<file path="src/rtl/csw_pkg.sv">
package csw_pkg;

    localparam int MAX_TERMS     = 8;
    localparam int NUM_TERMS_DEF = 8;

    localparam int SAMPLE_W  = 16;
    localparam int COEFF_W   = 16;
    localparam int CFG_IDX_W = 4;

    // Q.27 accumulator: 32-bit products, up to MAX_TERMS of them
    localparam int ACC_W  = 2 * COEFF_W + $clog2(MAX_TERMS);
    // width of the exact recurrence value 2*x*T(n-1) - T(n-2)*2^15
    localparam int REC_W  = 2 * SAMPLE_W + 2;
    localparam int FRAC_SHIFT = 15;
    localparam int ROUND_HALF = 1 << (FRAC_SHIFT - 1);

    // T0 = 1.0 in units of 2^-15; needs one bit more than a sample
    localparam logic signed [SAMPLE_W:0] T0_ONE = 17'sd32768;

    typedef logic signed [SAMPLE_W-1:0] sample_t;
    typedef logic signed [COEFF_W-1:0]  coeff_t;

    // one item as it moves down the term pipeline
    typedef struct packed {
        logic signed [SAMPLE_W-1:0] x;    // input sample
        logic signed [SAMPLE_W-1:0] t1;   // T(k)
        logic signed [SAMPLE_W:0]   t2;   // T(k-1), wide enough for T0
        logic signed [ACC_W-1:0]    acc;  // sum of products so far
    } csw_item_t;

    // clamp to the signed 16-bit range
    function automatic sample_t sat16(input logic signed [REC_W-1:0] v);
        sample_t r;
        if (v > REC_W'(32767)) begin
            r = 16'sh7FFF;
        end
        else if (v < -REC_W'(32768)) begin
            r = 16'sh8000;
        end
        else begin
            r = v[SAMPLE_W-1:0];
        end
        return r;
    endfunction

endpackage

</file>
<file path="src/rtl/csw_term_stage.sv">
module csw_term_stage (
    input  logic               clk,
    input  logic               rst_n,
    input  csw_pkg::coeff_t    coeff,
    input  logic               up_valid,
    output logic               up_ready,
    input  csw_pkg::csw_item_t up_item,
    output logic               dn_valid,
    input  logic               dn_ready,
    output csw_pkg::csw_item_t dn_item
);
    import csw_pkg::*;

    logic                        valid_reg;
    csw_item_t                   item_reg;
    csw_item_t                   item_next;
    logic signed [2*SAMPLE_W-1:0] xt_prod;
    logic signed [2*COEFF_W-1:0]  ct_prod;
    logic signed [REC_W-1:0]      rec;
    logic signed [REC_W-1:0]      rec_rnd;

    assign up_ready = !valid_reg || dn_ready;
    assign dn_valid = valid_reg;
    assign dn_item  = item_reg;

    // next term: round(2*x*T(k) - T(k-1)*2^15) to Q1.15, half up, then clamp
    assign xt_prod = up_item.x * up_item.t1;
    assign rec     = (REC_W'(xt_prod) <<< 1) - (REC_W'(up_item.t2) <<< FRAC_SHIFT);
    assign rec_rnd = (rec + REC_W'(ROUND_HALF)) >>> FRAC_SHIFT;

    // product for the current term runs beside the recurrence
    assign ct_prod = coeff * up_item.t1;

    always_comb
    begin
        item_next.x   = up_item.x;
        item_next.t1  = sat16(rec_rnd);
        item_next.t2  = (SAMPLE_W + 1)'(up_item.t1);
        item_next.acc = up_item.acc + ACC_W'(ct_prod);
    end

    always_ff @(posedge clk or negedge rst_n)
    begin
        if (!rst_n) begin
            valid_reg <= 1'b0;
        end
        else if (up_ready) begin
            valid_reg <= up_valid;
        end
    end

    always_ff @(posedge clk)
    begin
        if (up_ready && up_valid) begin
            item_reg <= item_next;
        end
    end

endmodule

</file>
<file path="config.mk">
export PLATFORM = sky130hd
export DESIGN_NAME = csw_term_stage
export DESIGN_NICKNAME = d
export VERILOG_FILES = /design/src/rtl/csw_pkg.sv /design/src/rtl/csw_term_stage.sv
export SDC_FILE = /design/constraint.sdc
export NUM_CORES = 2
export LEC_CHECK = 0
export BUFFER_PORTS_ARGS = -buffer_cell sky130_fd_sc_hd__buf_4
export CAP_MARGIN = 20
export CELL_PAD_IN_SITES_DETAIL_PLACEMENT = 2
export CELL_PAD_IN_SITES_GLOBAL_PLACEMENT = 2
export CORE_ASPECT_RATIO = 0.5
export CORE_MARGIN = 2
export CORE_UTILIZATION = 44
export CTS_BUF_LIST = sky130_fd_sc_hd__clkbuf_16
export DETAILED_ROUTE_END_ITERATION = 10
export HOLD_SLACK_MARGIN = 0.05
export PLACE_DENSITY = 0.94
export SLEW_MARGIN = 20
export SYNTH_ARGS = -nofsm -noshare
export SYNTH_HDL_FRONTEND = slang
export SYNTH_SLANG_ARGS = --single-unit
</file>
<file path="constraint.sdc">
create_clock -name clk -period 8 [get_ports clk]
set_clock_uncertainty 0.15 [all_clocks]
set_input_delay 1.6 -clock clk [delete_from_list [all_inputs] [get_ports clk]]
set_output_delay 1.6 -clock clk [all_outputs]
set_load 0.005 [all_outputs]
</file>
After elaboration in Yosys (flattened, before gate mapping)
Index checks and enable logic that the tools add are counted.

operators by class
  $add $sub $neg = 3
  $mul = 2
  divide/modulo/power cells = 0
  order comparisons = 2
  equal/unequal tests = 0
  shifts and indexed selects = 0
  multiplexer cells = 1
  bitwise gates (word level) = 0
  reduce and logical (&&, ||, !) cells = 3

operators with widths
  operator                                                                           number
  16-bit by 16-bit multiplier with 32-bit output                                     2
  35-bit by 32-bit adder with 35-bit output                                          1
  34-bit by 16-bit adder with 34-bit output, second input constant                   1
  33-bit by 32-bit subtractor with 34-bit output                                     1
  19-bit by 16-bit greater-than comparator with 1-bit output, second input constant  1
  19-bit by 16-bit < comparator with 1-bit output, second input constant             1
  16-bit 2-to-1 mux                                                                  1
  1-bit logical AND                                                                  1
  1-bit zero test                                                                    1
  1-bit logical OR                                                                   1

word-level totals
  bits in registers = 84
  bits in latches = 0
  RAM bits = 0
  bits in read-only memories = 0
  output and inout bits = 86
  logic and storage cells = 16
  memories kept = 0

Depth between registers and ports, before layout
  depth in word-level cells = 5
  depth in mapped cells = 35
  mapped depth without buffers = 32

Worst setup path before layout
Ideal clock, no wire load.

  path kind = input to register
  start = input port up_item[53] in the netlist's numbering
  end = register item_reg (netlist bit dn_item[57]) (data pin)
  setup time = 0.262 ns
  arrival = 9.105 ns
  data required time = 7.588 ns
  slack = -1.517 ns
  cell stages on the path = 32
  cells stage by stage = clkbuf_1 nand2_1 fa_1 fa_1 fa_1 inv_1 fa_1 fa_1 inv_1 fa_1 inv_1 ha_1 a21o_1 a21o_1 a21o_1 a21oi_1 o21ai_0 or3_1 a21oi_1 xnor2_1 ha_1 ha_1 clkbuf_1 a21oi_1 nand2_1 a221o_1 a22oi_4 a2111o_1 o211ai_2 a41oi_2 buf_6 o22ai_2

between the ends
  cells in the longest elaborated chain, start to end = 5

ends and longest elaborated chain
  what                                              RTL line              source
  start: declaration                                csw_term_stage.sv:7   input csw_pkg::csw_item_t up_item,
  16-bit by 16-bit multiplier with 32-bit output *  csw_term_stage.sv:27  assign xt_prod = up_item.x * up_item.t1;
  33-bit by 32-bit subtractor with 34-bit output *  csw_term_stage.sv:28  assign rec = (REC_W'(xt_prod) <<< 1) - (REC_W'(up_item.t2) <<< FRAC_SHIFT);
  34-bit by 16-bit adder with 34-bit output *       csw_term_stage.sv:29  assign rec_rnd = (rec + REC_W'(ROUND_HALF)) >>> FRAC_SHIFT;
  19-bit by 16-bit < comparator with 1-bit output   csw_pkg.sv:37         else if (v < -REC_W'(32768)) begin
  16-bit 2-to-1 mux                                 csw_pkg.sv:37
  end signal: assignment                            csw_term_stage.sv:55  item_reg <= item_next;
  end: declaration                                  csw_term_stage.sv:15  csw_item_t item_reg;

Every way passes the cells marked *; elsewhere a longest branch is shown, timed or not.
A chain may end at the register's enable or synchronous reset.

Final worst setup path
  start = input port up_item[58] in the netlist's numbering
  end = register item_reg (netlist bit dn_item[63]) (data pin)

Same word-level chain as after synthesis.

==> reports/metrics.yaml <==
critical_path:
  startpoint: "up_item[58]"
  r2r-start: "dn_valid"
  setup.worst_path.end: "dn_item[63]"
  cpMostUsedCell: "fa_1"
  worstPathArrival_ns: 10.83
  crit_type: "in -> reg"
  cp_slowest_cell: "fa_1"
  rrSetupSlack_ns: 5.60
  start_kind: "input pin"
  worstPathMaxFanout: 9
  endpoint_kind: "flip-flop"
  reg2reg_depth: 4
  critPathMaxStageDelay_ns: 0.72
  cp.required_ns: 8.09
  regToRegEndpoint: "dn_item[18]"
route:
  wire_per_inst_um: 47.60
  routedLengthMet1_mm: 57.49
  wl_met3_mm: 27.31
  antenna_left: 0
  dr.first_iter.drc_count: 3872
  totalWireLength_mm: 185.2
  firstDrtPassIters: 9
  vias: 27720
  top_layer: "met5"
  drc: 0
  wl_met2_mm: 75.75
  via_per_inst: 7.125
grt:
  grt_antenna_before_repair: 11
  grt_pass1_vias: 28600
  gr-usage-all-layers_pct: 50.47
  grt_max_degree: 64
  grt_pass1_wl_mm: 216.1
  grt-ovfl-total: 0
floorplanning:
  start_util_pct: 44.64
  dieArea_mm2: 0.06046
  fp-row-count: 62
  die_x_um: 345.7
  core_area_mm2: 0.05756
  io_pins: 190
  dieHeight_um: 174.9
logic_synthesis:
  post-synth-top-count-cell: "inv_1"
  synthFlopType: "edfxtp_1"
  ys_ff_latch: 84
  syn-cell-area_mm2: 0.02569
  synthCells: 2669
  synth_cell_type_count: 71
  synth_edf_count: 83
  synth_area_leaders: "fa_1 45%, ha_1 11%, edfxtp_1 9.7%, inv_1 9.2%, and2_1 5.4%"
  synthDominantCellAreaShare_pct: 44.57
  async_flop_share_pct: 1.190
  synth_top_area_cell: "fa_1"
  synth.avg_cell_area_um2: 9.627
  ys_warn_count: 0
  synthesis.nets: 3579
  netlist_top_cells_count: "632 x inv_1, 572 x fa_1, 311 x nand2_1"
  seq_area_frac_synth_pct: 9.798
placement:
  port_buffers: 189
  place_hpwl_mm: 106.0
  placed_cell_area_mm2: 0.03018
  gp_congestion: 0.9374
sta:
  period_needed_ns: 10.74
  finalCritPeriodShare_pct: 134.2
  final-setup-viol-count: 33
  tightest_slew_ns: 0.9671
  slew_headroom_pct: 35.46
  fin_ws_ns: -2.737
  totalNegativeSetupSlack_ns: -53.08
  fmax_mhz: 93.13
  maxSlewViolCount: 0
  finalHoldViolations: 0
  grt_setup_unrepaired: "yes"
clock_tree:
  cts_inserted_buffers: 9
  clk_path_buf_depth: 2
  clk_pin_slew_ns: 0.07
  clock_sinks: 84
  cts-root-buf: "clkbuf_16"
  cts_tree: "done"
  insertion_delay_ns: 0.50
  htree_num_levels: 3
status:
  violations: "negative setup slack"
  status: "finished, violations left"
hold_path:
  hold_class: "reg -> reg"
final_layout:
  area_delta_synth_final_pct: 23.68
  fillers: 5881
  multi_input_area_mm2: 0.02140
  fin_nets: 4013
  drive_gt1_share_pct: 23.23
  finalInstanceArea_mm2: 0.03178
  register_area_mm2: 0.002517
flow_run:
  maxCapViolCount: 0
==> stage by stage <==
step	hold WS, ns	worst slack (ns)	instances	util, %
floorplan	0.3871	-1.080	2669	-
global placement	0.3668	-1.320	3824	52.43
detailed placement	0.5148	-2.591	3824	52.43
CTS	0.5372	-1.472	3862	54.15
global route	0.6219	-2.754	3880	55.16
finish	0.6291	-2.737	3891	55.21
==> cells by family (layout without fill, tap and decap cells) <==
logic type                 Yosys count  in the layout  share of synthesized area [%]
AOI/OAI and AO/OA                  258            258                          6.988
xor gates and xnor gates            85             85                          2.898
adders and majority gates          806            806                          55.96
buffers and inverters              728           1167                          10.73
DFF                                 84             84                          9.798
other                                0             15                              0
and+or+nand+nor                    708            708                          13.62
==> critical path, delay by kind of cell <==
kind | cells | cell delay (ns)
fa+ha+maj | 9 | 4.41
compound gates | 8 | 1.80
buf+inv | 11 | 1.68
simple gates | 6 | 0.90
xor+xnor | 2 | 0.36
==> worst min-delay path by stage <==
| stage | end | cells past startpoint | start |
|---|---|---|---|
| 6_report | dn_valid | 2 | dn_valid |
| 5_1_grt | dn_valid | 2 | dn_valid |
| 4_1_cts | dn_valid | 2 | dn_valid |
| 3_5_place_dp | dn_valid | 2 | dn_valid |
| 3_3_place_gp | dn_valid | 2 | dn_valid |
| 2_1_floorplan | dn_valid | 2 | dn_valid |
==> layer usage <==
metal | vias up | track usage, %
met4 | 14 | 32.26
met5 | - | 0.6279
met3 | 1716 | 16.27
met1 | 13680 | 58.70
met2 | 3327 | 81.25
li1 | 8991 | -
==> repair_timing <==
| item | 4_1_cts | 5_1_grt |
|---|---|---|
| pin swaps | 60 | 57 |
| setup buffers | 21 | 13 |
| gates resized for setup | 119 | 101 |
| hold buffers | 0 | 0 |
| gates cloned | 1 | 1 |
| setup endpoints to repair | 21 | 31 |
==> layout by cell type (no fill, tap or decap), drive strengths merged, types with 10 or more instances in the layout <==
master,netlist,final
buf,7,518
xnor2,65,65
diode,0,15
fa,572,572
nor3,17,17
o22ai,15,15
clkbuf,89,10
nor2,54,54
inv,632,633
o21ai,47,47
nand2b,36,36
o21a,15,15
ha,234,234
and2,223,223
nor2b,12,12
nand3,18,18
a21oi,76,76
xor2,20,20
a21o,27,27
nand2,311,311
edfxtp,83,83
==> layout make-up <==
cell class	count	share of cell area, %
multi-input cells	1857	67.35
repair buffers	519	13.21
flip-flops and latches	84	7.922
inverters	632	7.505
well taps	768	3.024
clock buffers	9	0.7087
clock inverters	7	0.1614
diodes	15	0.1181
==> sequential cells by signal, summed over array words and instances (netlist names) <==
| register | count |
|---|---|
| dn_item | 83 |
| dn_valid | 1 |
Power is not shown: default switching activity piles up to over one toggle a cycle in this logic, so the estimate is an artifact.
