$ cat src/rtl/csw_pkg.sv
package csw_pkg;

    localparam int MAX_TERMS     = 8;
    localparam int NUM_TERMS_DEF = 8;

    localparam int SAMPLE_W  = 16;
    localparam int COEFF_W   = 16;
    localparam int CFG_IDX_W = 4;

    // Q.27 accumulator: 32-bit products, up to MAX_TERMS of them
    localparam int ACC_W  = 2 * COEFF_W + $clog2(MAX_TERMS);
    // width of the exact recurrence value 2*x*T(n-1) - T(n-2)*2^15
    localparam int REC_W  = 2 * SAMPLE_W + 2;
    localparam int FRAC_SHIFT = 15;
    localparam int ROUND_HALF = 1 << (FRAC_SHIFT - 1);

    // T0 = 1.0 in units of 2^-15; needs one bit more than a sample
    localparam logic signed [SAMPLE_W:0] T0_ONE = 17'sd32768;

    typedef logic signed [SAMPLE_W-1:0] sample_t;
    typedef logic signed [COEFF_W-1:0]  coeff_t;

    // one item as it moves down the term pipeline
    typedef struct packed {
        logic signed [SAMPLE_W-1:0] x;    // input sample
        logic signed [SAMPLE_W-1:0] t1;   // T(k)
        logic signed [SAMPLE_W:0]   t2;   // T(k-1), wide enough for T0
        logic signed [ACC_W-1:0]    acc;  // sum of products so far
    } csw_item_t;

    // clamp to the signed 16-bit range
    function automatic sample_t sat16(input logic signed [REC_W-1:0] v);
        sample_t r;
        if (v > REC_W'(32767)) begin
            r = 16'sh7FFF;
        end
        else if (v < -REC_W'(32768)) begin
            r = 16'sh8000;
        end
        else begin
            r = v[SAMPLE_W-1:0];
        end
        return r;
    endfunction

endpackage

$ cat src/rtl/csw_sum_stage.sv
module csw_sum_stage (
    input  logic                              clk,
    input  logic                              rst_n,
    input  csw_pkg::coeff_t                   coeff,
    input  logic                              up_valid,
    output logic                              up_ready,
    input  csw_pkg::csw_item_t                up_item,
    output logic                              dn_valid,
    input  logic                              dn_ready,
    output logic signed [csw_pkg::ACC_W-1:0]  dn_acc
);
    import csw_pkg::*;

    logic                         valid_reg;
    logic signed [ACC_W-1:0]      acc_reg;
    logic signed [ACC_W-1:0]      acc_next;
    logic signed [2*COEFF_W-1:0]  ct_prod;

    assign up_ready = !valid_reg || dn_ready;
    assign dn_valid = valid_reg;
    assign dn_acc   = acc_reg;

    // last term's product closes the sum
    assign ct_prod  = coeff * up_item.t1;
    assign acc_next = up_item.acc + ACC_W'(ct_prod);

    always_ff @(posedge clk or negedge rst_n)
    begin
        if (!rst_n) begin
            valid_reg <= 1'b0;
        end
        else if (up_ready) begin
            valid_reg <= up_valid;
        end
    end

    always_ff @(posedge clk)
    begin
        if (up_ready && up_valid) begin
            acc_reg <= acc_next;
        end
    end

endmodule

$ cat config.mk
export PLATFORM = sky130hd
export DESIGN_NAME = csw_sum_stage
export DESIGN_NICKNAME = d
export VERILOG_FILES = /design/src/rtl/csw_pkg.sv /design/src/rtl/csw_sum_stage.sv
export SDC_FILE = /design/constraint.sdc
export NUM_CORES = 1
export LEC_CHECK = 0
export BUFFER_PORTS_ARGS = -buffer_cell sky130_fd_sc_hd__clkbuf_2
export CELL_PAD_IN_SITES_DETAIL_PLACEMENT = 1
export CELL_PAD_IN_SITES_GLOBAL_PLACEMENT = 1
export CORE_AREA = 2 2 192 147
export CTS_CLUSTER_DIAMETER = 50
export DETAILED_ROUTE_END_ITERATION = 10
export DIE_AREA = 0 0 194 149
export MAX_ROUTING_LAYER = met4
export PLACE_DENSITY_LB_ADDON = 0.1
export RECOVER_POWER = 25
export SETUP_SLACK_MARGIN = 0.5
export SLEW_MARGIN = 20
export SYNTH_ARGS = -nofsm -noshare
export SYNTH_HDL_FRONTEND = slang
export SYNTH_SLANG_ARGS = --single-unit
export TNS_END_PERCENT = 5
$ cat constraint.sdc
create_clock -name clk -period 2 [get_ports clk]
set_input_delay 0.5 -clock clk [delete_from_list [all_inputs] [get_ports clk]]
set_output_delay 0.5 -clock clk [all_outputs]
set_load 0.005 [all_outputs]
; Yosys cells after proc, flatten, opt, wreduce, memory -nomap -nowiden
; Cells that the tools add are included.
[classes]
reduce_logical = 3
n_addsub = 1
multipliers = 1
[op_table]
columns = op, n
row1 = 35-bit by 32-bit adder with 35-bit output, 1
row2 = 16-bit by 16-bit multiplier with 32-bit output, 1
row3 = 1-bit logical AND, 1
row4 = 1-bit logical NOT, 1
row5 = 1-bit logical OR, 1
[word_totals]
regBits = 36
inputBits = 104

; Logic depth before layout (Yosys ltp)
; Gate-level depths: netlist of run 1.
[logic_depth]
ltp_word = 3
depth_mapped = 23
mapped_depth_nobuf = 22

; Worst setup path after synthesis of run 1
; No wires, ideal clock.
[synth_path]
path_type = input to register
start = input port coeff[15]
end = register acc_reg[31], in the netlist dn_acc[31], data pin
slack_ns = -4.258
cell_stages = 22
setup_time_ns = 0.259
arrival_time_ns = 5.999
path_buffers = 1
path_cell_list = clkbuf_1 > nand2_1 > inv_1 > fa_1 > inv_1 > fa_1 > fa_1 > inv_1 > fa_1 > fa_1 > inv_1 > fa_1 > inv_1 > ha_1 > a21o_1 > a21o_1 > o21bai_1 > a21oi_1 > nor2b_1 > a41o_1 > o2111a_1 > a211o_1
[synth_via]
elab_chain_cells = 2
[synth_rtl]
columns = element, line
row1 = "start, declared", csw_sum_stage.sv:4  ; input csw_pkg::coeff_t coeff,
row2 = 16-bit by 16-bit multiplier with 32-bit output, csw_sum_stage.sv:24  ; assign ct_prod = coeff * up_item.t1;
row3 = 35-bit by 32-bit adder with 35-bit output, csw_sum_stage.sv:25  ; assign acc_next = up_item.acc + ACC_W'(ct_prod);
row4 = via acc_next[31], csw_sum_stage.sv:16  ; logic signed [ACC_W-1:0] acc_next;
row5 = "end signal, assigned", csw_sum_stage.sv:40  ; acc_reg <= acc_next;
row6 = "end, declared", csw_sum_stage.sv:15  ; logic signed [ACC_W-1:0] acc_reg;
; The timed path passes the listed nets, and every way through them passes these cells.
; A chain may end at the register's enable or synchronous reset.

; Final worst setup path of run 1
; Same ends and word-level chain as after synthesis.

==> results of run 1 <==
==> path summary, 6_finish.rpt <==
kind | to | slack, ps | cells past startpoint
worst max-delay path | dn_acc[31]$_DFFE_PP_ | -3770 | 21
worst min-delay path | dn_valid$_DFFE_PN0N_ | 420 | 2
worst max register to register | dn_acc[24]$_DFFE_PP_ | 290 | 3
worst min register to register | dn_valid$_DFFE_PN0N_ | 540 | 2
max in group asynchronous | dn_valid$_DFFE_PN0N_ | 1400 | 2
min in group asynchronous | dn_valid$_DFFE_PN0N_ | 520 | 2
==> sequential cells by signal, summed over array words and instances (netlist names) <==
register  count
dn_acc       35
dn_valid      1
==> stage by stage <==
step,cell area [um^2],util,std cells,setup TNS (ps),hold WS (ps)
5_1_grt,16100,0.588,1938,-104610,435
4_1_cts,15800,0.577,1932,-100110,418
6_report,16100,0.588,1938,-99030,418
2_1_floorplan,13000,-,1314,-96930,204
3_5_place_dp,15100,0.553,1916,-117150,278
3_3_place_gp,15100,0.553,1916,-114620,275
==> area by class of cell <==
| class | instances | area, um^2 |
|---|---|---|
| well taps | 357 | 447 |
| clock buffers | 5 | 125 |
| inverters | 376 | 1410 |
| clock inverters | 3 | 18.8 |
| flip-flops and latches | 36 | 1080 |
| fillers | 3068 | 11300 |
| multi-input cells | 862 | 10700 |
| repair buffers | 299 | 2290 |
==> layout by cell type, fill, tap and decap left out, drive strengths merged, types with 11 or more instances in the layout <==
master    n
a21o     17
buf     195
inv     376
nor2     24
edfxtp   35
ha      104
clkbuf  108
and2    123
nand2   137
a21oi    32
o21ai    11
fa      310
xnor2    29
==> cell families (layout without fill, tap and decap cells) <==
kind of cell    after synthesis  after routing
buf+inv                     416            683
fa+ha+maj                   414            414
xor+xnor                     37             37
flops                        36             36
compound gates               88             88
simple gates                323            323
==> Yosys cell counts, drive strengths merged, types with 3 or more instances <==
cell,count,area share
xor2,8,0.0055
o21ai,11,0.0043
nand2,137,0.041
nand2b,6,0.0035
nand3,7,0.0028
nor3,8,0.0035
o211ai,3,0.0022
a21oi,32,0.014
xnor2,29,0.020
edfxtp,35,0.083
nor2,24,0.0071
o21a,3,0.0018
clkbuf,34,0.010
fa,310,0.49
buf,6,0.0030
o21bai,3,0.0018
ha,104,0.10
inv,376,0.11
and2,123,0.060
a31oi,4,0.0020
a21o,17,0.010
nor2b,5,0.0025
nand4,4,0.0020
a211oi,3,0.0022
==> worst max-delay path: stages <==
cell and delay, ps:
clkbuf_16 150, and2_4 150, fa_2 610, inv_2 60
fa_2 610, buf_6 120, inv_4 50, fa_1 470
fa_1 500, fa_1 490, inv_1 50, fa_1 480
inv_1 60, ha_4 220, a21o_1 180, o21bai_2 200
a21oi_2 130, nor2b_1 50, a41o_1 240, o2111a_1 240
a211o_1 230
==> layer usage <==
layer | vias up | GRT usage | wire [um]
li1 | 4368 | - | -
met1 | 4970 | 0.317 | 14500
met2 | 196 | 0.503 | 19400
met3 | 54 | 0.0378 | 1410
met4 | 0 | 0.0606 | 829
met5 | - | - | 0
==> timing repair <==
item,in CTS,in global routing
buffers inserted,7,6
hold endpoints to repair,1,0
pin swaps,35,49
gates resized for setup,103,65
endpoints found under the setup margin,34,34
hold buffers,1,0
==> run metrics, run 1 <==
global-route wire length before repair 59.2 mm; WP data required 2040 ps; max_cap viols 0; Mapped Cells 1314; Total Die Area 28900 um^2; Hold Violations, Final 0; CP Launch Type input pin; Initial Utilization 0.466; Synth Area in Compound Gates 0.0482; Syn Area/Cell 9.69 um^2; Root Buffer clkbuf_16; Die Ht 149 um; Layout Skew 5.69 ps; DRT Wirelength 36.1 mm; status finished, violations left; post-layout net count 2098; Tot GR Track Use 0.272; Iteration-0 DRC Markers 294; hold_sp up_valid; pre-CTS setup slack -4270 ps; worst path arrival time 5810 ps; Post-Synth XOR/XNOR Area 0.0255; Tightest Hold Check Type input pin to register; Placeable Area 27300 um^2; Top FF cell, synth edfxtp_1; Final ANT Viol Nets 0; WL/cell 18.6 um; vias in the first global route 11580; Clock transition at path regs 60 ps; die width 194 um; Post-synth ARST share 0.0278; gr ovfl total 0; Synth Area in Simple Gates 0.128; clock buffer depth 2; failing checks negative setup slack; syn_nets 1832; Max Freq 0.173 GHz; Area Growth Syn to Fin 26.1%; TritonRoute pass-1 iters 4; PnR worst setup slack -3770 ps; IO Count 141; Setup-failing EPs final 33; reg2reg start dn_valid$_DFFE_PN0N_; unrepaired setup endpoints after global routing yes; Vias 9588; Placer Congestion 0.898; YS warnings 0; diodes inserted 0; H-tree depth 2; mapped cell area 12700 um^2; mux contribution to synthesized area 0; Max Slew Vio Count 0; Setup Crit Path Kind input pin to register; Yosys cell types 57; register area share after synthesis 0.0845; drt via density 4.95; worst skew pair latency 290 ps; Worst Setup SP coeff[15]; Final min period 5770 ps; crit end category register; EDFF count, synth 35; post-synthesis adder-cell area fraction 0.590; Tcrit/Tclk final 2.89; maximum fanout along the worst path 9; I/O Buffers 107; worst-margin pin slew 920 ps; initial antenna violation count 0; total CTS buffers 5; layout cells sized above 1 0.275; TritonCTS clock tree built; Seq cells post-synth 36; largest net degree at the start of global routing 36; CTS sink cnt 36; std cell rows 53; Max-slew headroom 0.386; Remaining DRCs 0; largest family of logic cells by synthesized area adder cells; post-detail-place hpwl 31.4 mm
Power of run 1 is not shown: default switching activity piles up to over one toggle a cycle in this logic, so the estimate is an artifact.
==> run 2, diff against run 1 <==
- REMOVE_ABC_BUFFERS: default -> 1
==> run metrics, run 2 (same netlist as run 1, synthesis figures left out) <==
WL/cell 18.4 um (-1.1%); Setup Crit Path Kind input pin to register; Initial Utilization 0.466 (unchanged); TritonCTS clock tree built; I/O Buffers 107 (unchanged); initial antenna violation count 0 (unchanged); failing checks negative setup slack; Remaining DRCs 0 (unchanged); placed cell count 1917 (+0.052%); unrepaired setup endpoints after global routing yes; Total Die Area 28900 um^2 (unchanged); total CTS buffers 5 (unchanged); layout cells sized above 1 0.262 (-0.0133); Placeable Area 27300 um^2 (unchanged); DRT Wirelength 35.7 mm (-1.1%); Util after Layout 0.579 (-0.00856); CTS sink cnt 36 (unchanged); Max-slew headroom 0.444 (+0.0575); TritonRoute pass-1 iters 5 (+1); most used cell, CP fa_1; Placer Congestion 0.901 (+0.27%); Post-Layout Inst Area 15800 um^2 (-1.5%); Max Freq 0.172 GHz (-0.98%); max_cap viols 0 (unchanged); worst-margin pin slew 834 ps (-86.3 ps); Max Slew Vio Count 0 (unchanged); Tightest Hold Check Type input pin to register; Final min period 5830 ps (+56.8 ps); maximum fanout along the worst path 10 (+1); die width 194 um (unchanged); most common cell after layout, fill and taps aside inv_1; clock buffer depth 2 (unchanged); most frequent cells in the layout inv_1, fa_1, buf_4, nand2_1, and2_1; post-layout net count 2098 (unchanged); Setup-failing EPs final 33 (unchanged); Worst path max stage delay 530 ps (-80 ps); Buf+Inv Stages, Crit Path 6 (unchanged); Hold Violations, Final 0 (unchanged); largest net degree at the start of global routing 36 (unchanged); Clock transition at path regs 50 ps (about the same); vias in the first global route 10750 (-7.2%); WP data required 2030 ps (about the same); Tcrit/Tclk final 2.91 (+0.0284); Layout Skew 1.53 ps (-4.16 ps); max reg flops 35 (unchanged); Final ANT Viol Nets 0 (unchanged); PnR worst setup slack -3830 ps (-56.8 ps); worst path arrival time 5860 ps (+50 ps); post-detail-place hpwl 31.7 mm (+0.83%); IO Count 141 (unchanged); CP Launch Type input pin; std cell rows 53 (unchanged); CP max stage cell fa_1; final instance count without filler cells 1938 (unchanged); global-route wire length before repair 58.0 mm (-2.0%); Root Buffer clkbuf_16; drt via density 4.89 (-1.2%); Die Ht 149 um (unchanged); H-tree depth 2 (unchanged); Post-Place Cell Area 14900 um^2 (-1.5%); gr ovfl total 0 (unchanged); diodes inserted 0 (unchanged); crit end category register; Vias 9471 (-1.2%); Area Growth Syn to Fin 24.3%; status finished, violations left; Tot GR Track Use 0.265 (-0.00740); Iteration-0 DRC Markers 426 (+45%); family with the most delay on the worst path adder cells; crit path cell chain clkbuf_8, buf_4, and2_1, fa_1, inv_1, fa_2, fa_1, inv_2, fa_2, fa_1, inv_1, fa_1, inv_2, ha_4, a21o_1, a21o_1, a21oi_2, o32a_4, nand2_2, a41o_1, o2111a_1, a211o_1; worst skew pair latency 280 ps (about the same)
## run 2: worst register-to-register path, stage by stage (launching register included)
cell and delay [ps]:
dfrtp_1 370, nand2b_1 120, and2_0 140, clkbuf_2 650
## run 2: timing repair
item                                   CTS  global route
endpoints found under the hold margin    1             0
setup endpoints to repair               34            34
resized for setup                      113            71
hold buffers                             1             0
pin swaps                               42            35
buffers inserted                        11             1
## run 2: area by class of cell
class	instances	area (um^2)
repair buffers	299	2200
well taps	357	447
clock buffers	8	156
multi-input cells	862	10500
inverters	376	1420
flip-flops and latches	36	1080
fillers	3105	11500
## run 2: final timing paths
check | from | endpoint | slack [ps] | depth (start not counted)
max | coeff[10] | dn_acc[31]$_DFFE_PP_ | -3830 | 22
min | up_valid | dn_valid$_DFFE_PN0N_ | 460 | 2
max reg2reg | dn_valid$_DFFE_PN0N_ | dn_acc[2]$_DFFE_PP_ | 340 | 3
min reg2reg | dn_valid$_DFFE_PN0N_ | dn_valid$_DFFE_PN0N_ | 580 | 2
max in group asynchronous | rst_n | dn_valid$_DFFE_PN0N_ | 1390 | 2
min in group asynchronous | rst_n | dn_valid$_DFFE_PN0N_ | 510 | 2
## run 2: through the flow
| step | worst slack [ps] | hold slack [ps] | TNS, ps |
|---|---|---|---|
| after floorplan | -4050 | 204 | -96970 |
| after global placement | -4280 | 275 | -114700 |
| after detailed placement | -4410 | 277 | -117260 |
| after CTS | -3820 | 458 | -102410 |
| after global routing | -4020 | 468 | -105820 |
| final | -3830 | 456 | -100490 |
## run 2: layer usage
metal | vias to the layer above | part of all wire | global-route usage
met1 | 4868 | 0.51 | 0.403
met5 | - | 0 | -
li1 | 4362 | - | -
met3 | 19 | 0.051 | 0.0298
met2 | 222 | 0.43 | 0.395
met4 | 0 | 0.0078 | 0.0299
Power of run 2 is left out for the same reason.
==> run 3, diff against run 2 <==
- RECOVER_POWER: 25 -> 100
==> run metrics, run 3 (same netlist as run 1, synthesis figures left out) <==
Tightest Hold Check Type input pin to register; failing checks negative setup slack; diodes inserted 0 (unchanged); most common cell after layout, fill and taps aside inv_1; Final ANT Viol Nets 0 (unchanged); Final min period 5820 ps (-7.78 ps); H-tree depth 2 (unchanged); Vias 9459 (-0.13%); status finished, violations left; fill count 3112 (+0.23%); worst-margin pin slew 840 ps (+6.23 ps); global-route wire length before repair 58.0 mm (unchanged); WP data required 2030 ps (about the same); Setup Crit Path Kind input pin to register; DRT Wirelength 35.7 mm (about the same); Iteration-0 DRC Markers 483 (+13%); Tot GR Track Use 0.265 (unchanged); unrepaired setup endpoints after global routing yes; Post-Place Cell Area 14900 um^2 (unchanged); maximum fanout along the worst path 10 (unchanged); I/O Buffers 107 (unchanged); Max Freq 0.172 GHz (+0.13%); vias in the first global route 10750 (unchanged); Setup-failing EPs final 33 (unchanged); Initial Utilization 0.466 (unchanged); Placer Congestion 0.901 (unchanged); PnR worst setup slack -3820 ps (+7.78 ps); Placeable Area 27300 um^2 (unchanged); FF+latch area 1080 um^2 (unchanged); max reg flops 35 (unchanged); Buf+Inv Stages, Crit Path 6 (unchanged); die width 194 um (unchanged); multi-input logic area 10500 um^2 (unchanged); worst skew pair latency 280 ps (about the same); Hold Violations, Final 0 (unchanged); most used cell, CP fa_1; Max Slew Vio Count 0 (unchanged); Max-slew headroom 0.440 (-0.00416); final instance count without filler cells 1938 (unchanged); pre-CTS setup slack -4410 ps (unchanged); max_cap viols 0 (unchanged); IO Count 141 (unchanged); Worst path max stage delay 530 ps (about the same); gr ovfl total 0 (unchanged); layout cells sized above 1 0.252 (-0.0101); Tcrit/Tclk final 2.91 (-0.00389); final setup TNS -101640 ps (-1160 ps); Layout Skew 1.35 ps (-0.179 ps); placed cell count 1917 (unchanged); Clock transition at path regs 50 ps (about the same); drt via density 4.88 (-0.13%); post-layout net count 2098 (unchanged); largest net degree at the start of global routing 36 (unchanged); std cell rows 53 (unchanged); most frequent cells in the layout inv_1, fa_1, buf_4, nand2_1, and2_1; Die Ht 149 um (unchanged); Total Die Area 28900 um^2 (unchanged); Area Growth Syn to Fin 24.1%; initial antenna violation count 0 (unchanged); worst path arrival time 5850 ps (about the same); Root Buffer clkbuf_16; crit path cell chain clkbuf_8, buf_4, and2_1, fa_1, inv_1, fa_2, fa_1, inv_2, fa_2, fa_1, inv_1, fa_1, inv_2, ha_4, a21o_1, a21o_1, a21oi_2, o32a_4, nand2_2, a41o_1, o2111a_1, a211o_1; TritonCTS clock tree built; CP max stage cell fa_1; Remaining DRCs 0 (unchanged); CTS sink cnt 36 (unchanged); family with the most delay on the worst path adder cells; clock buffer depth 2 (unchanged); CP Launch Type input pin; total CTS buffers 5 (unchanged); crit end category register; TritonRoute pass-1 iters 5 (unchanged); Post-Layout Inst Area 15800 um^2 (-0.14%); post-detail-place hpwl 31.7 mm (unchanged); WL/cell 18.4 um (about the same)
run 3: cell count changes in the layout (fill, tap and decap cells not counted):
cell / delta
buf_4: -1
clkbuf_1: +16
clkbuf_2: -15
run 3: metal layers:
metal	vias up	wire, um	global-route usage
li1	4361	-	-
met3	19	1830	0.0298
met1	4842	18300	0.403
met4	0	286	0.0299
met5	-	0	-
met2	237	15300	0.395
run 3: worst paths after layout:
check / slack [ps] / end / start / cells past startpoint
min in group asynchronous: 510 / dn_valid$_DFFE_PN0N_ / rst_n / 2
max in group asynchronous: 1390 / dn_valid$_DFFE_PN0N_ / rst_n / 2
worst min register to register: 570 / dn_valid$_DFFE_PN0N_ / dn_valid$_DFFE_PN0N_ / 2
worst max register to register: 340 / dn_acc[2]$_DFFE_PP_ / dn_valid$_DFFE_PN0N_ / 3
worst min-delay path: 460 / dn_valid$_DFFE_PN0N_ / up_valid / 2
worst max-delay path: -3820 / dn_acc[31]$_DFFE_PP_ / coeff[10] / 22
run 3: stage by stage:
| step | hold WS (ps) | utilization |
|---|---|---|
| after CTS | 458 | 0.570 |
| after global placement | 275 | 0.545 |
| after global routing | 468 | 0.578 |
| final | 456 | 0.578 |
| after floorplan | 204 | - |
| after detailed placement | 277 | 0.545 |
run 3: cell type report:
type / count / area share
clock buffer: 8 / 0.00990
sequential: 36 / 0.0681
tap: 357 / 0.0283
inverter: 376 / 0.0896
multi-input combinational: 862 / 0.666
timing repair buffer: 299 / 0.138
run 3: repair_timing:
action,CTS,global route
gates resized for setup,113,71
hold buffers,1,0
buffers inserted,11,1
pin swaps,42,35
endpoints found under the setup margin,34,34
hold endpoints to repair,1,0
Power of run 3 is left out for the same reason.
