### src/rtl/csw_pkg.sv
package csw_pkg;

    localparam int MAX_TERMS     = 8;
    localparam int NUM_TERMS_DEF = 8;

    localparam int SAMPLE_W  = 16;
    localparam int COEFF_W   = 16;
    localparam int CFG_IDX_W = 4;

    // Q.27 accumulator: 32-bit products, up to MAX_TERMS of them
    localparam int ACC_W  = 2 * COEFF_W + $clog2(MAX_TERMS);
    // width of the exact recurrence value 2*x*T(n-1) - T(n-2)*2^15
    localparam int REC_W  = 2 * SAMPLE_W + 2;
    localparam int FRAC_SHIFT = 15;
    localparam int ROUND_HALF = 1 << (FRAC_SHIFT - 1);

    // T0 = 1.0 in units of 2^-15; needs one bit more than a sample
    localparam logic signed [SAMPLE_W:0] T0_ONE = 17'sd32768;

    typedef logic signed [SAMPLE_W-1:0] sample_t;
    typedef logic signed [COEFF_W-1:0]  coeff_t;

    // one item as it moves down the term pipeline
    typedef struct packed {
        logic signed [SAMPLE_W-1:0] x;    // input sample
        logic signed [SAMPLE_W-1:0] t1;   // T(k)
        logic signed [SAMPLE_W:0]   t2;   // T(k-1), wide enough for T0
        logic signed [ACC_W-1:0]    acc;  // sum of products so far
    } csw_item_t;

    // clamp to the signed 16-bit range
    function automatic sample_t sat16(input logic signed [REC_W-1:0] v);
        sample_t r;
        if (v > REC_W'(32767)) begin
            r = 16'sh7FFF;
        end
        else if (v < -REC_W'(32768)) begin
            r = 16'sh8000;
        end
        else begin
            r = v[SAMPLE_W-1:0];
        end
        return r;
    endfunction

endpackage

### src/rtl/csw_out_stage.sv
module csw_out_stage (
    input  logic                              clk,
    input  logic                              rst_n,
    input  logic                              up_valid,
    output logic                              up_ready,
    input  logic signed [csw_pkg::ACC_W-1:0]  up_acc,
    output logic                              dn_valid,
    input  logic                              dn_ready,
    output csw_pkg::sample_t                  dn_data
);
    import csw_pkg::*;

    localparam int SH_W = ACC_W - FRAC_SHIFT;

    logic                    valid_reg;
    sample_t                 data_reg;
    logic signed [ACC_W-1:0] acc_rnd;
    logic signed [SH_W-1:0]  acc_sh;

    assign up_ready = !valid_reg || dn_ready;
    assign dn_valid = valid_reg;
    assign dn_data  = data_reg;

    // Q.27 -> Q4.12, round half up, clamp
    assign acc_rnd = (up_acc + ACC_W'(ROUND_HALF)) >>> FRAC_SHIFT;
    assign acc_sh  = acc_rnd[SH_W-1:0];

    always_ff @(posedge clk or negedge rst_n)
    begin
        if (!rst_n) begin
            valid_reg <= 1'b0;
        end
        else if (up_ready) begin
            valid_reg <= up_valid;
        end
    end

    always_ff @(posedge clk)
    begin
        if (up_ready && up_valid) begin
            data_reg <= sat16(REC_W'(acc_sh));
        end
    end

endmodule

### config.mk
export PLATFORM = sky130hd
export DESIGN_NAME = csw_out_stage
export DESIGN_NICKNAME = d
export VERILOG_FILES = /design/src/rtl/csw_pkg.sv /design/src/rtl/csw_out_stage.sv
export SDC_FILE = /design/constraint.sdc
export NUM_CORES = 1
export LEC_CHECK = 0
export BUFFER_PORTS_ARGS = -buffer_cell sky130_fd_sc_hd__buf_2
export CORE_MARGIN = 2
export CORE_UTILIZATION = 48
export DETAILED_ROUTE_END_ITERATION = 8
export PLACE_DENSITY_LB_ADDON = 0.1
export SYNTH_ARGS = -nofsm -noshare
export SYNTH_HDL_FRONTEND = slang
export SYNTH_SLANG_ARGS = --single-unit
### constraint.sdc
create_clock -name clk -period 2 [get_ports clk]
set_input_delay 0.2 -clock clk [delete_from_list [all_inputs] [get_ports clk]]
set_output_delay 0.2 -clock clk [all_outputs]
set_load 0.02 [all_outputs]
# --- After elaboration in Yosys (flattened, before gate mapping) ---
# Index checks and enable logic that the tools add are counted.
word_totals:
  elab_cells: 9
  output_inout_bits: 18
  register_bits: 17
  in_bits: 39
classes:
  n_addsub: 1
  reduce_logical: 3
  n_lt_le_gt_ge: 2
  muxes: 1
ops:
  columns: ["cell", "count"]
  rows:
  - ["35-bit by 16-bit adder with 35-bit output, second input constant", 1]
  - ["20-bit by 16-bit > comparator with 1-bit output, second input constant", 1]
  - ["20-bit by 16-bit less-than comparator with 1-bit output, second input constant", 1]
  - ["16-bit two-way mux", 1]
  - ["1-bit logical AND", 1]
  - ["1-bit zero test", 1]
  - ["1-bit logical OR", 1]

# --- Longest topological paths before layout ---
# Gate-level depths: netlist (run 1).
logic_depth:
  ltp_word: 3
  mapped_depth: 9
  ltp_nobuf: 7

# --- Worst setup path before layout (run 1) ---
# OpenSTA, ideal clock, no wires.
synth_timing:
  path_kind: "input port to flip-flop"
  startpoint: "in up_acc[18] in the netlist's numbering"
  endpoint: "reg data_reg[1] (netlist: dn_data[1]) (data pin)"
  n_path_buf: 1
  setup_ns: 0.267
  arrival_ns: 1.751
  required_ns: 1.733
  setup_slack_ns: -0.018
  cell_stages: 7
  path_cell_list: "nand4_2 -> nor3_1 -> nand4_1 -> xnor2_1 -> o41ai_2 -> clkbuf_2 -> o21ai_0"
synth_between:
  elab_chain_cells: 3
  word_cells_on_any_way: 4
  classes_between: "add/sub: 1; order compare: 2; mux: 1"
synth_rtl:
  columns: ["item", "line", "source"]
  rows:
  - ["start: declaration", "csw_out_stage.sv:6", "input logic signed [csw_pkg::ACC_W-1:0] up_acc,"]
  - ["35-bit by 16-bit adder with 35-bit output (*)", "csw_out_stage.sv:25", "assign acc_rnd = (up_acc + ACC_W'(ROUND_HALF)) >>> FRAC_SHIFT;"]
  - ["20-bit by 16-bit less-than comparator with 1-bit output", "csw_pkg.sv:37", "else if (v < -REC_W'(32768)) begin"]
  - ["16-bit two-way mux", "csw_pkg.sv:37", null]
  - ["end signal: assignment", "csw_out_stage.sv:41", "data_reg <= sat16(REC_W'(acc_sh));"]
  - ["end: declaration", "csw_out_stage.sv:16", "sample_t data_reg;"]
# Every way passes the cells marked *; elsewhere a longest branch is shown, timed or not.
# A chain may end at the register's enable or synchronous reset.

# --- Final worst setup path (run 1) ---
layout_timing:
  startpoint: "in up_acc[18] in the netlist's numbering"
  endpoint: "reg data_reg[5] (netlist: dn_data[5]) (data pin)"
# The elaborated chain is that of the path after synthesis.

==> run metrics, run 1 <==
status=finished clean; # IOs=57; Post-Layout Inst Area=1470 µm²; Final Skew=0.00304 ns; Die W=51.7 µm; Tightest Pin Transition=0.674 ns; crit path launch type=primary input; met2 Usage GRT=0.288; post-synthesis compound-gate area fraction=0.117; Clk pwr share=0.228; drt drc=0; Core Box Area=2190 µm²; die extent in y=51.7 µm; sequential fraction of the synthesis area=0.462; post-synthesis cell count=102; drt total wl=2330 µm; Longest Clk Path Bufs=2; GR met3 Demand/Resource=0.0172; Die ar.=2680 µm²; Final Instance Count excl. Fillers=188; combinational family with the most area after synthesis=simple AND/OR/NAND/NOR gates; ys async rst share=0.0588; TritonCTS buffer count=3; root buffer cell=clkbuf_4; Min Hold Slack=0.110 ns; leading area contributor after synthesis=edfxtp_1; GP Congestion=0.841; layout cell share with drive strength beyond 1=0.413; vias in the first global route=823; relative slew slack=0.550; CTS clock-pin slew for the worst setup and hold paths=0.09 ns; Sw Pwr=0.000221 W; post-synthesis adder-cell area fraction=0.0114; Post-DP Area=1430 µm²; Starting Density=0.499; Synth Flop Type=edfxtp_1; PortBufs=42; Synth Area per Inst=10.7 µm²; Final Hold Viols=0; placed cell count=183; Leak=0.585 nW; met1 Usage GRT=0.259; Yosys top cell area share=0.439; XOR/XNOR share of the synthesized area=0.166; Power Density=538 nW/µm²; Synth Warn #=0; CP top delay family=simple AND/OR/NAND/NOR gates; n_diodes=0; post-route minimum period=1.76 ns; num rows=17; Post-DP HPWL=1880 µm; post-synthesis mux area share=0; crit-path max FO=15; Total GRT Usage=0.187; Pins Over Slew Limit=0; WL/cell=12.4 µm; H-tree depth=1; power share of the combinational group=0.240; Worst VDD drop=317 µV; path type of the worst min-delay path=primary input to register; Synth Area in Simple Gates=0.212; largest net degree at the start of global routing=17; number of synthesized register bits=17; final net count=201; FF-to-FF setup slack=0.59 ns; Post-synth EDFFs=16; Via-to-Cell Ratio=5.36; max_cap viols=0; total gr overflow=0; first-pass GRT wire length=3620 µm; Internal=0.000571 W; Flop pwr share=0.532; Netlist cell types=29; routed vias=1,008; WP buf/inv=2; TritonCTS clock tree=done; Crit path largest cell delay=0.36 ns; fin crit share=0.881; final setup fails=0; DRT Pass-1 Iters=4; worst path arrival time=1.79 ns; Num Clock Sinks=17; CP Capture Type=register; Synth Cell Area=1090 µm²; unrepaired setup endpoints after global routing=false; Crit path required time=2.03 ns; CP cell instances=buf_2 -> nand4_2 -> nor4_4 -> nand3_1 -> xnor2_1 -> o41ai_2 -> buf_4 -> o21ai_0; Top Usage Layer GRT=met2; drt initial violations=13; syn nets=142; antenna violations before repair=0; post-route setup slack=0.238 ns; Clk Latency, worst-skew pair=0.29 ns; maximum clock rate=568 MHz; Sw Share=0.279; synth top area cells=edfxtp_1 (44%), xor2_1 (7.2%), o21ai_0 (6.4%); area grow syn2layout=34.8%; CP max stage cell=nor4_4; Setup CP Type=primary input to register; Final ANT Viol Nets=0; Place WS=-0.169 ns
-- placed cells by master (no fill, tap or decap), types with 2 or more instances in the layout --
cell type,n
nand3_1,10
inv_1,4
nand2_1,5
xnor2_1,8
edfxtp_1,16
buf_2,42
and3_1,2
o21ai_0,14
a31oi_1,2
clkbuf_4,3
and4_1,3
nand2b_1,2
xor2_1,9
buf_4,14
nor4_1,2
nand4_1,8
xnor2_2,2
-- routing by layer --
layer	wire length, µm	vias up
met1	1030	456
met4	46	0
met2	1120	37
met3	134	4
met5	0	-
li1	-	511
-- registers in the layout, summed over array words and instances (netlist names) --
register / count
dn_data: 16
dn_valid: 1
-- cell usage after synthesis, drive strengths merged, types with 2 or more instances --
master / n
a31oi: 3
and3: 2
and4: 3
clkbuf: 2
edfxtp: 16
inv: 4
nand2: 5
nand2b: 2
nand3: 10
nand4: 9
nor4: 3
o21ai: 15
xnor2: 10
xor2: 9
-- timing repair --
action / in CTS / in global routing
endpoints found under the hold margin: 1 / 0
setup endpoints to repair: 0 / 5
hold buffers: 1 / 0
gates resized for setup: 0 / 1
buffers inserted: 0 / 0
-- worst paths after layout --
path	from	depth (start not counted)	end
max	up_acc[18]	8	dn_data[5]
min	up_valid	2	dn_valid
max reg2reg	dn_valid	2	dn_data[5]
min reg2reg	dn_valid	2	dn_valid
max in group asynchronous	rst_n	2	dn_valid
min in group asynchronous	rst_n	2	dn_valid
-- cell families after synthesis --
group,count (synthesis)
flip-flops,17
XOR/XNOR,19
AND/OR/NAND/NOR,37
buffers and inverters,7
adder cells (fa/ha/maj),1
AO/OA/AOI/OAI,21
-- per-stage QoR --
stage,total power [W],setup TNS (ns),utilization
global placement,0.000612,-0.817,0.652
CTS,0.000791,0,0.669
global route,0.000825,0,0.673
finish,0.000793,0,0.673
detailed placement,0.000617,-1.59,0.652
floorplan,0.000526,0,-
-- worst reg2reg max path, delay by kind of cell, from the launching register on --
| family | cells | cell delay [ns] |
|---|---|---|
| flops | 1 | 0.38 |
| simple gates | 2 | 0.67 |
-- power groups by stage --
stage	logic, W	registers [W]	clock network, W
floorplan	0.0000672	0.000459	0
global placement	0.000182	0.000429	0
detailed placement	0.000187	0.000430	0
CTS	0.000188	0.000422	0.000180
global route	0.000209	0.000423	0.000193
finish	0.000190	0.000422	0.000181
-- layout make-up --
class | instances | area (µm²)
clock buffer | 4 | 26.3
fill | 184 | 717
inverter | 4 | 15.0
multi-input combinational | 78 | 567
sequential | 17 | 505
tap | 28 | 35.0
timing repair buffer | 57 | 325
Note: power is estimated with default switching activity, not from simulation.
==> run 2, diff against run 1 <==
Settings changed: CELL_PAD_IN_SITES_DETAIL_PLACEMENT set to 1, CELL_PAD_IN_SITES_GLOBAL_PLACEMENT set to 1, CORE_UTILIZATION 48 to 35.
==> run metrics, run 2 (synthesized netlist as in run 1, its figures left out) <==
Clk Latency, worst-skew pair=0.28 ns (was 0.29 ns); GP Congestion=0.822 (was 0.841); Num Clock Sinks=17 (unchanged); Via-to-Cell Ratio=5.24 (was 5.36); status=finished clean (unchanged); drt total wl=2550 µm (was 2330 µm); post-route minimum period=1.83 ns (was 1.76 ns); Sw Pwr=0.000222 W (was 0.000221 W); power share of the combinational group=0.245 (was 0.240); max_cap viols=0 (unchanged); Final ANT Viol Nets=0 (unchanged); crit-path max FO=14 (was 15); Core Box Area=3000 µm² (was 2190 µm²); Post-DP HPWL=2130 µm (was 1880 µm); # IOs=57 (unchanged); max reg flops=16 (unchanged); Total GRT Usage=0.147 (was 0.187); Crit path largest cell delay=0.29 ns (was 0.36 ns); total gr overflow=0 (unchanged); Die ar.=3590 µm² (was 2680 µm²); Sw Share=0.281 (was 0.279); CP max stage cell=o22ai_1 (was nor4_4); Power Density=534 nW/µm² (was 538 nW/µm²); first-pass GRT wire length=4100 µm (was 3620 µm); layout cell share with drive strength beyond 1=0.419 (was 0.413); commonest non-fill, non-tap cell in the layout=buf_2 (unchanged); final setup fails=0 (unchanged); die extent in y=59.9 µm (was 51.7 µm); PortBufs=42 (unchanged); worst reg2reg startpoint=dn_valid (unchanged); maximum clock rate=547 MHz (was 568 MHz); Internal=0.000569 W (was 0.000571 W); TritonCTS buffer count=3 (unchanged); post-route setup slack=0.171 ns (was 0.238 ns); hold wc startpoint=up_valid (unchanged); Final Skew=0.00539 ns (was 0.00304 ns); Leak=0.589 nW (was 0.585 nW); Starting Density=0.364 (was 0.499); WP buf/inv=1 (was 2); relative slew slack=0.542 (was 0.550); largest net degree at the start of global routing=17 (unchanged); fin crit share=0.915 (was 0.881); Post-DP Area=1440 µm² (was 1430 µm²); drt drc=0 (unchanged); CP cell instances=buf_2 -> ha_1 -> and3_1 -> nor4_1 -> a31oi_1 -> o22ai_1 -> a31oi_4 -> o21ai_0 (was buf_2 -> nand4_2 -> nor4_4 -> nand3_1 -> xnor2_1 -> o41ai_2 -> buf_4 -> o21ai_0); Post-Layout Inst Area=1480 µm² (was 1470 µm²); Tightest Pin Transition=0.687 ns (was 0.674 ns); Setup CP Type=primary input to register (unchanged); Final Hold Viols=0 (unchanged); crit path launch type=primary input (unchanged); Clk pwr share=0.222 (was 0.228); drt initial violations=18 (was 13); Place WS=-0.217 ns (was -0.169 ns); n_diodes=0 (unchanged); H-tree depth=1 (unchanged); CTS clock-pin slew for the worst setup and hold paths=0.10 ns (was 0.09 ns); Longest Clk Path Bufs=2 (unchanged); crit path launch=up_acc[14] (was up_acc[18]); DRT Pass-1 Iters=4 (unchanged); Flop pwr share=0.533 (was 0.532); CP Capture Type=register (unchanged); routed vias=1,012 (was 1,008); final net count=201 (unchanged); setup repair bufs after CTS=0 (unchanged); commonest non-fill, non-tap cells in the layout=buf_2 (42), edfxtp_1 (16), o21ai_0 (14), buf_4 (14), nand3_1 (10) (unchanged); TritonCTS clock tree=done (unchanged); worst path arrival time=1.93 ns (was 1.79 ns); unrepaired setup endpoints after global routing=false (unchanged); Worst VDD drop=189 µV (was 317 µV); root buffer cell=clkbuf_4 (unchanged); path type of the worst min-delay path=primary input to register (unchanged); Pins Over Slew Limit=0 (unchanged); WL/cell=13.2 µm (was 12.4 µm); CP top delay family=compound AO/OA/AOI/OAI gates (was simple AND/OR/NAND/NOR gates); vias in the first global route=923 (was 823); Die W=59.9 µm (was 51.7 µm); Crit path required time=2.10 ns (was 2.03 ns); antenna violations before repair=0 (unchanged); area grow syn2layout=35.5% (was 34.8%); num rows=20 (was 17)
run 2: cell count changes in the layout (fill, tap and decap cells not counted):
cell,before,now
clkinv_2,0,1
clkbuf_1,1,0
run 2: repair_timing:
| item | in CTS | in global routing |
|---|---|---|
| hold buffers | 1 | 0 |
| endpoints found under the hold margin | 1 | 0 |
| endpoints found under the setup margin | 0 | 2 |
| resized for setup | 0 | 1 |
run 2: final timing paths:
path	end	slack, ns	cells past startpoint
worst max-delay path	dn_data[9]	0.17	8
worst min-delay path	dn_valid	0.11	2
worst max register to register	dn_data[10]	0.58	2
worst min register to register	dn_valid	0.53	2
max in group asynchronous	dn_valid	1.71	2
min in group asynchronous	dn_valid	0.21	2
run 2: area by class of cell:
cell class | instances | area, µm²
tap | 33 | 41.3
fill | 361 | 1520
timing repair buffer | 57 | 325
inverter | 4 | 15.0
clock inverter | 1 | 5.00
clock buffer | 3 | 22.5
sequential | 17 | 505
multi-input combinational | 78 | 567
run 2: stage by stage:
stage | total power [W] | util | TNS [ns] | cells | hold WS [ns]
floorplan | 0.000526 | - | 0 | 102 | -0.0956
global placement | 0.000614 | 0.478 | -1.10 | 188 | -0.0255
detailed placement | 0.000621 | 0.478 | -2.07 | 188 | -0.0228
CTS | 0.000796 | 0.490 | 0 | 193 | 0.105
global route | 0.000830 | 0.493 | 0 | 193 | 0.128
finish | 0.000791 | 0.493 | 0 | 193 | 0.110
run 2: metal layers:
metal / GRT usage / wire (µm)
met1: 0.205 / 1200
met2: 0.244 / 1260
met3: 0.00866 / 93
met4: 0.0476 / 0
met5: 0 / 0
run 2: power by group through the flow:
stage,clock [W],sequential (W),combinational (W)
after floorplan,0,0.000459,0.0000672
after global placement,0,0.000429,0.000185
after detailed placement,0,0.000430,0.000192
after CTS,0.000181,0.000422,0.000194
after global routing,0.000194,0.000423,0.000213
final,0.000176,0.000421,0.000194
==> run 3, diff against run 2 <==
Settings changed: ABC_AREA set to 1, CORE_UTILIZATION 35 to 37, CTS_BUF_LIST set to sky130_fd_sc_hd__clkbuf_8, CTS_CLUSTER_DIAMETER set to 150.
==> run metrics, run 3 <==
CTS resizes=0 (unchanged); Num Clock Sinks=17 (unchanged); vias in the first global route=1,140 (was 923); Worst VDD drop=190 µV (was 189 µV); final setup fails=0 (unchanged); Synth Warn #=0 (unchanged); root buffer cell=clkbuf_8 (was clkbuf_4); layout cell share with drive strength beyond 1=0.369 (was 0.419); num rows=21 (was 20); setup TNS=0 ns (unchanged); Synth Cell Area=1290 µm² (was 1090 µm²); syn nets=199 (was 142); Hold EP=dn_valid (unchanged); final net count=247 (was 201); total gr overflow=0 (unchanged); antenna violations before repair=0 (unchanged); routed vias=1,123 (was 1,012); commonest cells in the netlist=nand2_1 (49), inv_1 (20), edfxtp_1 (16) (was edfxtp_1 (16), o21ai_0 (14), nand3_1 (10)); FF-to-FF setup slack=0.86 ns (was 0.58 ns); Leak=0.763 nW (was 0.589 nW); Netlist cell types=24 (was 29); CP Capture Type=register (unchanged); commonest non-fill, non-tap cells in the layout=nand2_1 (49), buf_2 (42), inv_1 (20) (was buf_2 (42), edfxtp_1 (16), o21ai_0 (14), buf_4 (14), nand3_1 (10)); Die ar.=3980 µm² (was 3590 µm²); first-pass GRT wire length=4910 µm (was 4100 µm); Setup CP Type=primary input to register (unchanged); worst reg2reg startpoint=dn_valid (unchanged); area grow syn2layout=25.0% (was 35.5%); CP max stage cell=ha_1 (was o22ai_1); TritonCTS clock tree=done (unchanged); unrepaired setup endpoints after global routing=false (unchanged); relative slew slack=0.852 (was 0.542); crit-path max FO=15 (was 14); Yosys top cell area share=0.372 (was 0.439); Synth Flop Type=edfxtp_1 (unchanged); synth top area cells=edfxtp_1 (37%), nand2_1 (14%), inv_1 (5.8%) (was edfxtp_1 (44%), xor2_1 (7.2%), o21ai_0 (6.4%)); n_diodes=0 (unchanged); sequential fraction of the synthesis area=0.391 (was 0.462); Final ANT Viol Nets=0 (unchanged); Starting Density=0.387 (was 0.364); leading area contributor after synthesis=edfxtp_1 (unchanged); Crit path largest cell delay=0.19 ns (was 0.29 ns); WL/cell=10.8 µm (was 13.2 µm); Final Hold Viols=0 (unchanged); # IOs=57 (unchanged); die extent in y=63.1 µm (was 59.9 µm); drt total wl=2720 µm (was 2550 µm); DRT Pass-1 Iters=4 (unchanged); Power Density=548 nW/µm² (was 534 nW/µm²); hold wc startpoint=up_valid (unchanged); placed cell count=247 (was 188); Post-Layout Inst Area=1610 µm² (was 1480 µm²); most common cell in the netlist=nand2_1 (was edfxtp_1); Clk Latency, worst-skew pair=0.25 ns (was 0.28 ns); Die W=63.1 µm (was 59.9 µm); number of synthesized register bits=17 (unchanged); Via-to-Cell Ratio=4.46 (was 5.24); Final Skew=0.00259 ns (was 0.00539 ns); PortBufs=42 (unchanged); post-route minimum period=1.65 ns (was 1.83 ns); CP cell instances=buf_2 -> ha_1 -> nand2_2 -> nor2_4 -> nand2_4 -> nor2_4 -> nand3_1 -> nand2_1 -> nand3_1 -> o21ai_4 -> buf_12 -> nand2_1 (was buf_2 -> ha_1 -> and3_1 -> nor4_1 -> a31oi_1 -> o22ai_1 -> a31oi_4 -> o21ai_0); commonest non-fill, non-tap cell in the layout=nand2_1 (was buf_2); drt drc=0 (unchanged); reg-to-reg endpoint=dn_data[9] (was dn_data[10]); Pins Over Slew Limit=0 (unchanged); Total GRT Usage=0.154 (was 0.147); setup repair bufs after CTS=0 (unchanged); worst path arrival time=1.66 ns (was 1.93 ns); drt initial violations=2 (was 18); Post-DP HPWL=2400 µm (was 2130 µm); H-tree depth=1 (unchanged); Synth Area per Inst=8.12 µm² (was 10.7 µm²); fin crit share=0.826 (was 0.915); largest net degree at the start of global routing=17 (unchanged); crit path launch type=primary input (unchanged); path type of the worst min-delay path=primary input to register (unchanged); GP Congestion=0.826 (was 0.822); CTS clock-pin slew for the worst setup and hold paths=0.06 ns (was 0.10 ns); Post-synth EDFFs=16 (unchanged); Crit path required time=2.01 ns (was 2.10 ns); Tightest Pin Transition=0.221 ns (was 0.687 ns); TritonCTS buffer count=3 (unchanged); hold depth=3 (was 2); Core Box Area=3340 µm² (was 3000 µm²); post-synthesis cell count=159 (was 102); maximum clock rate=605 MHz (was 547 MHz); max reg flops=16 (unchanged); ys async rst share=0.0588 (unchanged); Longest Clk Path Bufs=2 (unchanged); Post-DP Area=1560 µm² (was 1440 µm²); Register-to-Register Path Depth=2 (unchanged); Final Instance Count excl. Fillers=252 (was 193); max_cap viols=0 (unchanged); status=finished clean (unchanged)
-- run 3: cell count changes after synthesis, moves of 4 or more --
cell     previous run  this run
nand4_1             8         3
o21ai_0            14         0
nand2_2             0        12
inv_1               4        20
nor2_1              1         9
nor2_4              0         4
nand2_1             5        49
-- run 3: logic make-up (layout without fill, tap and decap cells) --
group / count (synthesis) / count (layout) / synth area share
flip-flops: 17 / 17 / 0.391
AND/OR/NAND/NOR: 99 / 99 / 0.382
adder cells (fa/ha/maj): 1 / 1 / 0.00969
buffers and inverters: 25 / 72 / 0.0930
XOR/XNOR: 15 / 15 / 0.108
AO/OA/AOI/OAI: 2 / 2 / 0.0165
-- run 3: where the power goes --
part / internal (W) / switching (W) / leakage, nW
registers: 0.000418 / 0.00000470 / 0.160
logic: 0.0000768 / 0.000133 / 0.578
clock network: 0.000138 / 0.000113 / 0.0255
-- run 3: worst max path at each step --
stage | from | endpoint | slack (ns)
2_1_floorplan | dn_valid | dn_data[0] | 0.27
3_3_place_gp | up_acc[14] | dn_data[0] | 0.11
3_5_place_dp | up_acc[14] | dn_data[5] | 0.04
4_1_cts | up_acc[14] | dn_data[12] | 0.32
5_1_grt | up_acc[14] | dn_data[12] | 0.17
6_report | up_acc[14] | dn_data[5] | 0.35
-- run 3: metal layers --
metal | GRT usage | up-vias | wire (µm)
li1 | - | 589 | -
met3 | 0.0250 | 5 | 142
met4 | 0.0667 | 0 | 47
met2 | 0.275 | 29 | 1380
met5 | 0 | - | 0
met1 | 0.179 | 500 | 1150
-- run 3: through the flow --
step | setup WS, ns | hold WS, ns | utilization | total power, W
6_report | 0.347 | 0.163 | 0.484 | 0.000884
4_1_cts | 0.316 | 0.160 | 0.484 | 0.000896
3_5_place_dp | 0.0448 | -0.0197 | 0.467 | 0.000643
2_1_floorplan | 0.274 | -0.0956 | - | 0.000565
5_1_grt | 0.165 | 0.165 | 0.484 | 0.000931
3_3_place_gp | 0.108 | -0.0259 | 0.467 | 0.000635
-- run 3: final cells by class --
| class | count | area, µm² |
|---|---|---|
| well taps | 46 | 57.6 |
| fillers | 429 | 1720 |
| clock buffers | 3 | 41.3 |
| inverters | 22 | 83.8 |
| flip-flops and latches | 17 | 505 |
| repair buffers | 46 | 255 |
| clock inverters | 1 | 5.00 |
| multi-input cells | 117 | 666 |
-- run 3: timing repair --
item,in CTS,in global routing
hold endpoints to repair,1,0
setup endpoints to repair,0,0
hold buffers,1,0
-- run 3: worst max-delay path, delay by kind of cell --
kind	cells	cell delay, ns
simple gates	8	0.84
buf+inv	2	0.24
compound gates	1	0.19
fa+ha+maj	1	0.19
